<file path="src/smpq_pkg.sv">
// smpq_pkg: sizes, codes and payload types for the sorted max priority queue
// used by smpq_cell and sorted_max_priority_queue_unit; no dependencies

package smpq_pkg;

   localparam int DEPTH      = 64;
   localparam int DATA_BITS  = 32;
   localparam int COUNT_BITS = $clog2(DEPTH + 1);

   typedef enum logic [0:0] {
      OP_INSERT = 1'b0,
      OP_POP    = 1'b1
   } op_type;

   typedef enum logic [1:0] {
      STATUS_OK    = 2'd0,
      STATUS_EMPTY = 2'd1,
      STATUS_FULL  = 2'd2
   } status_type;

   typedef struct packed {
      op_type                      operation;
      logic signed [DATA_BITS-1:0] value;
   } req_type;

   typedef struct packed {
      logic signed [DATA_BITS-1:0] popped_value;
      status_type                  status;
      logic [COUNT_BITS-1:0]       entry_count;
   } rsp_type;

   // broadcast to every cell of the chain for one transfer
   typedef struct packed {
      logic                        insert;
      logic                        pop;
      logic signed [DATA_BITS-1:0] value;
   } cell_ctrl_type;

endpackage

</file>
<file path="src/smpq_cell.sv">
// smpq_cell: one entry of the sorted chain with its compare-and-shift logic
// depends on smpq_pkg

module smpq_cell (
   input  logic                                  clock,
   input  smpq_pkg::cell_ctrl_type               ctrl,
   input  logic                                  occupied,
   input  logic signed [smpq_pkg::DATA_BITS-1:0] prev_data,
   input  logic                                  prev_move,
   input  logic signed [smpq_pkg::DATA_BITS-1:0] next_data,
   output logic signed [smpq_pkg::DATA_BITS-1:0] data,
   output logic                                  move
);
   import smpq_pkg::*;

   logic signed [DATA_BITS-1:0] data_ff;
   logic signed [DATA_BITS-1:0] data_in;

   // true where the new value goes here or ahead: empty slot or entry not larger
   assign move = !occupied || (data_ff <= ctrl.value);
   assign data = data_ff;

   always_comb begin
      data_in = data_ff;
      priority if (ctrl.insert) begin
         priority if (prev_move) begin
            data_in = prev_data;
         end else if (move) begin
            data_in = ctrl.value;
         end else begin
            data_in = data_ff;
         end
      end else if (ctrl.pop) begin
         data_in = next_data;
      end else begin
         data_in = data_ff;
      end
   end

   always_ff @(posedge clock) begin
      data_ff <= data_in;
   end

endmodule

</file>
<file path="config.mk">
export PLATFORM = sky130hd
export DESIGN_NAME = smpq_cell
export DESIGN_NICKNAME = d
export VERILOG_FILES = /design/src/smpq_pkg.sv /design/src/smpq_cell.sv
export SDC_FILE = /design/constraint.sdc
export NUM_CORES = 1
export LEC_CHECK = 0
export BUFFER_PORTS_ARGS = -buffer_cell sky130_fd_sc_hd__buf_2
export CAP_MARGIN = 15
export CORE_MARGIN = 2
export CORE_UTILIZATION = 46
export DETAILED_ROUTE_END_ITERATION = 7
export GPL_TIMING_DRIVEN = 0
export PLACE_DENSITY = 0.94
export SLEW_MARGIN = 20
export SYNTH_ARGS = -nofsm -noshare
export SYNTH_HDL_FRONTEND = slang
export SYNTH_SLANG_ARGS = --single-unit
</file>
<file path="constraint.sdc">
create_clock -name clock -period 3.6 [get_ports clock]
set_clock_uncertainty 0.15 [all_clocks]
set_input_delay 0.18 -clock clock [delete_from_list [all_inputs] [get_ports clock]]
set_output_delay 0.18 -clock clock [all_outputs]
set_load 0.1 [all_outputs]
</file>
==> results_dict.tcl, run 1 <==
set metrics [dict create \
    synth_area_leader_cell "edfxtp_1" \
    r2r-start "data[31]" \
    ant_nets 0 \
    routed_wl_mm 6.96 \
    die_w_um 77.7 \
    gr-total-overflow 0 \
    layout.nets 535 \
    vias_per_cell 5.21 \
    clock_path_buffers 2 \
    grt_pass1_vias 2512 \
    end_kind "flip-flop" \
    synth_edf_count 32 \
    startpoint_type "flip-flop" \
    critPathRequiredTime_ps 3370 \
    first_pass_iters 4 \
    wl_met1_mm 2.72 \
    muxShareOfSynthArea 0.128 \
    yosysWarnings 0 \
    dpl.hpwl_mm 5.59 \
    synthSimpleGateAreaFrac 0.117 \
    rsz0062_at_grt "false" \
    synthesis.area_sq_mm 0.00250 \
    irDropWorstVdd_uv 248 \
    cts_root_buffer "clkbuf_8" \
    synth-compound-area-share 0.142 \
    power_mw 1.38 \
    dieArea_sq_mm 0.00603 \
    status "finished, final reports clean" \
    holdPathStages 3 \
    synthTopCellsByArea "edfxtp_1 (38%), ha_1 (16%), mux2i_1 (13%)" \
    slew_violations 0 \
    hold_path.class "in -> reg" \
    power_density_mw_per_mm2 411 \
    tns_ps 0 \
    cts_buffers 5 \
    holdCritStartpoint "next_data[1]" \
    netlist.area_leader.share 0.385 \
    final_area_sq_mm 0.00335 \
    antenna_found_initial 0 \
    final_cell_mix "buf_2 (135), a21oi_1 (45), nor2_1 (36)" \
    first_iter_violations 85 \
    highest_layer "met4" \
    drcViolationCount 0 \
    coreArea_sq_mm 0.00517 \
    layout_commonest_cell "buf_2" \
    synth_adder_area_share 0.160 \
    hold_buffers 0 \
    cts_tree "yes" \
    largest_reg_flops 32 \
    cts_sinks 32 \
    critical_path_arrival_ps 2940 \
    fill_cells 435 \
    placed_area_sq_mm 0.00325 \
    wl_met2_mm 3.72 \
    dp.cells 464 \
    gp_congestion 0.884 \
    rows 26 \
    portBuffers 132 \
    path_cells "ha_1 > nand4_2 > nor4_2 > a31oi_1 > and4b_1 > o2bb2ai_1 > nor2_4" \
    synthCells 262 \
    cts.clk_slew.worst_paths_ps 70 \
    ys_types 31 \
    post-route-period-util 0.883 \
    synth_seq_cells 32 \
    grt_util_all_layers 0.227 \
    post-cts-setup-buffer-count 0 \
    ys.flop_type "edfxtp_1" \
    seq_area_frac_synth 0.385 \
    fin_util 0.647 \
    synth_xor_area_frac 0 \
    diodes 0 \
    layout_min_cycle_time_ps 3180 \
    hold_viol 0 \
    r2r_cells 7 \
    dp_slack_ps 123 \
    syn2layout_area_growth_pct 34.1 \
    crit_fanout 16 \
    final_layout_size_suffix_gt1_frac 0.372 \
    maxSlewHeadroom 0.660 \
    synthArstFlopShare 0 \
    cp-startpoint "data[31]" \
    wl_met3_um 379 \
    grt_max_degree 33 \
    synth_top_family_by_area "adder cells" \
    vias 2462 \
    synth_nets 395 \
    htree_levels 2 \
    insertion_delay_ps 280 \
    final_cell_count_no_fill 473 \
    fin_ws_ps 422 \
    setup_viol 0 \
    p_leak_nw 1.72 \
    cap_violations 0 \
    critPathKind "reg -> reg" \
    grt_pass1_wl_mm 10.9 \
    io_pins 134 \
    post_cts_resized 0 \
    cpMaxStageDelayCell "nor2_4" \
    syn_avg_cell_area_sq_um 9.53 \
    wl_per_cell_um 14.7 \
    critPathMaxStageDelay_ps 480 \
    hold_slack_ps 60.2 \
    die_y_um 77.7 \
    worst_pin_slew_ps 509 \
    fmax_ghz 0.315 \
    initial_utilization 0.483 \
]
final timing paths:
| kind | endpoint | slack, ps |
|---|---|---|
| max | data[12] | 420 |
| min | data[1] | 60 |
| max reg2reg | data[12] | 420 |
| min reg2reg | data[15] | 1110 |
critical path: cells and delay by family (launching register included):
| kind | cells | cell delay [ps] |
|---|---|---|
| flops | 1 | 390 |
| simple gates | 4 | 1400 |
| fa+ha+maj | 1 | 390 |
| compound gates | 2 | 490 |
report_power, final:
group / switching, mW / leakage [nW] / internal [mW] / total, mW
combinational: 0.465 / 1.36 / 0.159 / 0.624
clock: 0.138 / 0.0453 / 0.131 / 0.269
sequential: 0.0211 / 0.317 / 0.462 / 0.484
total: 0.624 / 1.72 / 0.752 / 1.38
area by class of cell:
| cell class | count | area, sq um | share of cell area |
|---|---|---|---|
| Buffer | 11 | 45.0 | 0.0135 |
| Clock buffer | 5 | 68.8 | 0.0206 |
| Clock inverter | 3 | 13.8 | 0.00411 |
| Inverter | 33 | 124 | 0.0370 |
| Multi-Input combinational cell | 187 | 1390 | 0.414 |
| Sequential cell | 32 | 961 | 0.287 |
| Tap cell | 70 | 87.6 | 0.0262 |
| Timing Repair Buffer | 132 | 661 | 0.197 |
cell families (layout without fill, tap and decap cells):
logic type | after synthesis | count (layout)
buf+inv | 44 | 184
fa+ha+maj | 32 | 32
compound gates | 61 | 61
flops | 32 | 32
simple gates | 61 | 62
mux | 32 | 32
per-layer routing:
metal  vias up  global-route usage
li1       1228                   -
met4         0              0.0893
met2        93               0.433
met3        15              0.0465
met1      1126               0.240
met5         -                   0
cell usage after synthesis (2+ instances only):
master,number
a21oi_1,45
nor2_1,36
nor3_1,2
nand3_1,3
inv_1,33
edfxtp_1,32
o211ai_1,2
nand4_1,6
buf_2,3
mux2i_1,32
o21ai_0,3
nand4_2,2
ha_1,32
clkbuf_1,8
nand2_1,7
Power figures use the tool's default switching activity.
==> run 2, diff against run 1 <==
--- a/config.mk
+++ b/config.mk
@@ -12,6 +12,7 @@
 export DETAILED_ROUTE_END_ITERATION = 7
 export GPL_TIMING_DRIVEN = 0
 export PLACE_DENSITY = 0.94
+export REMOVE_ABC_BUFFERS = 1
 export SLEW_MARGIN = 20
 export SYNTH_ARGS = -nofsm -noshare
 export SYNTH_HDL_FRONTEND = slang
==> results_dict.tcl, run 2 (same netlist as run 1, synthesis figures left out) <==
set metrics [dict create \
    fmax_ghz 0.314 \
    tns_ps 0 \
    rsz0062_at_grt "false" \
    crit_fanout 18 \
    slew_violations 0 \
    vias_per_cell 5.11 \
    post-route-period-util 0.886 \
    layout_min_cycle_time_ps 3190 \
    multi_input_area_sq_mm 0.00137 \
    maxSlewHeadroom 0.321 \
    cts.clk_slew.worst_paths_ps 70 \
    highest_layer "met4" \
    portBuffers 133 \
    wl_per_cell_um 13.5 \
    grt_max_degree 68 \
    cap_violations 0 \
    cts_tree "yes" \
    setup_viol 0 \
    seq_area_sq_um 961 \
    die_y_um 77.7 \
    layout_commonest_cell "buf_2" \
    critPathRequiredTime_ps 3440 \
    largest_reg_flops 32 \
    gr-total-overflow 0 \
    post_cts_resized 0 \
    post-cts-setup-buffer-count 0 \
    first_iter_violations 80 \
    worst_pin_slew_ps 1020 \
    final_cell_mix "buf_2 (132), a21oi_1 (45), nor2_1 (36)" \
    insertion_delay_ps 280 \
    initial_utilization 0.483 \
    fill_cells 441 \
    first_pass_iters 4 \
    rows 26 \
    final_layout_size_suffix_gt1_frac 0.374 \
    routed_wl_mm 6.27 \
    cts_sinks 32 \
    power_density_mw_per_mm2 412 \
    hold_path.class "in -> reg" \
    hold_buffers 0 \
    dieArea_sq_mm 0.00603 \
    layout.nets 525 \
    wl_met2_mm 3.26 \
    ant_nets 0 \
    dpl.hpwl_mm 4.92 \
    end_kind "flip-flop" \
    htree_levels 2 \
    coreArea_sq_mm 0.00517 \
    status "finished, final reports clean" \
    startpoint_type "flip-flop" \
    grt_pass1_wl_mm 10.1 \
    syn2layout_area_growth_pct 33.1 \
    fin_ws_ps 410 \
    dp_slack_ps 400 \
    critPathKind "reg -> reg" \
    irDropWorstVdd_uv 202 \
    vias 2367 \
    gp_congestion 0.792 \
    wl_met1_mm 2.52 \
    cts_buffers 5 \
    clock_path_buffers 2 \
    wl_met3_um 446 \
    critical_path_arrival_ps 3030 \
    drcViolationCount 0 \
    grt_pass1_vias 2384 \
    die_w_um 77.7 \
    p_leak_nw 1.72 \
    cts_root_buffer "clkbuf_8" \
    antenna_found_initial 0 \
    io_pins 134 \
    grt_util_all_layers 0.208 \
    diodes 0 \
    hold_viol 0 \
]
run 2: changes by cell type in the layout (fill, tap and decap cells not counted), sizes merged:
cell    delta
nor2       -1
clkbuf     -8
buf        -1
run 2: worst max-delay path, stage by stage, from the launching register on:
cell and delay [ps]:
edfxtp_1 410, ha_1 410, nand4_2 160, nor4_2 410
a31oi_1 190, and4b_1 270, a2bb2o_4 230, nor2_4 430
buf_16 220
run 2: worst paths after layout:
kind,endpoint,slack (ps),depth (start not counted),startpoint
min reg2reg,data[31],1050,5,data[15]
max reg2reg,data[8],410,8,data[31]
max,data[8],410,8,data[31]
min,data[23],60,3,next_data[23]
run 2: routing by layer:
layer / vias up / GRT usage
met5: - / 0
met4: 0 / 0.0411
li1: 1204 / -
met2: 90 / 0.397
met3: 5 / 0.0500
met1: 1068 / 0.233
run 2: metrics by stage:
| step | power [mW] | instances | hold WS, ps | cell area (sq um) | utilization |
|---|---|---|---|---|---|
| 2_1_floorplan | 0.945 | 251 | 237 | 2450 | - |
| 3_3_place_gp | 1.09 | 454 | 344 | 3200 | 0.619 |
| 3_5_place_dp | 1.11 | 455 | 355 | 3240 | 0.626 |
| 4_1_cts | 1.38 | 463 | 55.5 | 3320 | 0.642 |
| 5_1_grt | 1.44 | 463 | 76.8 | 3320 | 0.642 |
| 6_report | 1.37 | 463 | 64.1 | 3320 | 0.642 |
run 2: layout make-up:
cell class / count / share of cell area
Multi-Input combinational cell: 186 / 0.413
Sequential cell: 32 / 0.289
Timing Repair Buffer: 134 / 0.209
Inverter: 33 / 0.0373
Tap cell: 70 / 0.0264
Clock buffer: 5 / 0.0207
Clock inverter: 3 / 0.00414
run 2: where the power goes:
| part | leakage, nW | switching, mW | internal [mW] | total, mW |
|---|---|---|---|---|
| Sequential | 0.317 | 0.0207 | 0.462 | 0.483 |
| Clock | 0.0453 | 0.137 | 0.131 | 0.268 |
| Combinational | 1.35 | 0.458 | 0.161 | 0.619 |
| Total | 1.72 | 0.615 | 0.754 | 1.37 |
==> run 3, diff against run 2 <==
--- a/config.mk
+++ b/config.mk
@@ -5,6 +5,7 @@
 export SDC_FILE = /design/constraint.sdc
 export NUM_CORES = 1
 export LEC_CHECK = 0
+export ABC_AREA = 1
 export BUFFER_PORTS_ARGS = -buffer_cell sky130_fd_sc_hd__buf_2
 export CAP_MARGIN = 15
 export CORE_MARGIN = 2
==> results_dict.tcl, run 3 <==
set metrics [dict create \
    cts.clk_slew.worst_paths_ps 70 \
    wl_met3_um 463 \
    slew_violations 0 \
    critPathKind "reg -> reg" \
    crit_path_frequent_cell "nand2_1" \
    irDropWorstVdd_uv 234 \
    setup_viol 0 \
    hold_path.class "in -> reg" \
    cpMaxStageDelayCell "inv_2" \
    synth_commonest_cells "nand2_1 (70), o21ai_0 (45), nor2_1 (40)" \
    synthesis.area_sq_mm 0.00249 \
    portBuffers 133 \
    clock_path_buffers 2 \
    grt_util_all_layers 0.228 \
    fin_ws_ps 1010 \
    hold_buffers 0 \
    yosysMostFrequentCell "nand2_1" \
    io_pins 134 \
    gr-total-overflow 0 \
    fmax_ghz 0.386 \
    hold_viol 0 \
    wl_met2_mm 3.42 \
    synth_seq_cells 32 \
    post-route-period-util 0.719 \
    dieArea_sq_mm 0.00602 \
    crit_family "buffers and inverters" \
    final_layout_size_suffix_gt1_frac 0.339 \
    grt_max_degree 35 \
    syn2layout_area_growth_pct 31.7 \
    p_leak_nw 1.75 \
    path_cells "ha_1 > a21oi_1 > o21ai_0 > a21oi_1 > nand2_1 > nand2_1 > nand3_1 > nand4_1 > nand2_1 > inv_2" \
    status "finished, final reports clean" \
    power_mw 1.38 \
    synthCells 325 \
    syn_avg_cell_area_sq_um 7.67 \
    netlist.area_leader.share 0.386 \
    ys.flop_type "edfxtp_1" \
    layout_commonest_cell "buf_2" \
    gp_congestion 0.822 \
    synthTopCellsByArea "edfxtp_1 (39%), ha_1 (16%), nand2_1 (11%)" \
    synth_area_leader_cell "edfxtp_1" \
    die_y_um 77.6 \
    crit_fanout 32 \
    diodes 0 \
    dpl.hpwl_mm 5.10 \
    grt_pass1_vias 2570 \
    critPathMaxStageDelay_ps 510 \
    post-cts-setup-buffer-count 0 \
    cap_violations 0 \
    layout_min_cycle_time_ps 2590 \
    cts_sinks 32 \
    highest_layer "met4" \
    insertion_delay_ps 280 \
    critPathRequiredTime_ps 3360 \
    yosysWarnings 0 \
    initial_utilization 0.482 \
    worst_pin_slew_ps 697 \
    first_pass_iters 4 \
    power_density_mw_per_mm2 420 \
    dp_slack_ps 980 \
    tns_ps 0 \
    wl_met1_mm 2.86 \
    rsz0062_at_grt "false" \
    cts_buffers 5 \
    largest_reg_flops 32 \
    grt_pass1_wl_mm 11.1 \
    critical_path_arrival_ps 2350 \
    vias 2664 \
    synthArstFlopShare 0 \
    ys_types 22 \
    drcViolationCount 0 \
    routed_wl_mm 6.83 \
    coreArea_sq_mm 0.00517 \
    cts_tree "yes" \
    wl_per_cell_um 13.0 \
    maxSlewHeadroom 0.535 \
    rows 26 \
    antenna_found_initial 0 \
    fin_util 0.634 \
    hold_slack_ps 27.8 \
    htree_levels 2 \
    first_iter_violations 147 \
    synth_edf_count 32 \
    end_kind "flip-flop" \
    final_cell_mix "buf_2 (133), nand2_1 (70), o21ai_0 (45)" \
    startpoint_type "flip-flop" \
    post_cts_resized 0 \
    die_w_um 77.6 \
    ant_nets 0 \
    seq_area_frac_synth 0.386 \
    layout.nets 586 \
    cts_root_buffer "clkbuf_8" \
    worst-path-buf-inv 1 \
    vias_per_cell 5.08 \
]
-- run 3: worst min-delay path: cells and delay by family --
family,cells,cell delay (ps)
AO/OA/AOI/OAI,1,60
buffers and inverters,1,70
AND/OR/NAND/NOR,1,40
-- run 3: cells by family after synthesis --
kind of cell	synth area share
simple gates	0.194
fa+ha+maj	0.161
flops	0.386
buf+inv	0.0844
compound gates	0.175
-- run 3: layout make-up --
type / count / area (sq um)
well taps: 70 / 87.6
repair buffers: 133 / 666
flip-flops and latches: 32 / 961
multi-input cells: 237 / 1320
clock buffers: 5 / 68.8
inverters: 44 / 165
clock inverters: 3 / 13.8
fillers: 478 / 1890
-- run 3: power by group --
group,switching [mW],internal (mW)
logic,0.482,0.146
registers,0.0223,0.464
clock network,0.134,0.131
-- run 3: layer usage --
layer,GRT usage,vias up
met4,0.0643,0
met5,0,-
met1,0.252,1210
met2,0.430,108
met3,0.0523,12
li1,-,1334
-- run 3: per-stage QoR --
stage	area [sq um]	instances
after global routing	3280	524
after global placement	3200	516
after detailed placement	3200	516
final	3280	524
after floorplan	2450	313
after CTS	3280	524
-- run 3: worst paths after layout --
check               startpoint        to  slack [ps]  cells past startpoint
hold / removal    next_data[3]   data[3]          30                      3
setup reg to reg      data[15]  data[29]        1010                     10
hold reg to reg       data[31]   data[5]        1190                      6
setup / recovery      data[15]  data[29]        1010                     10
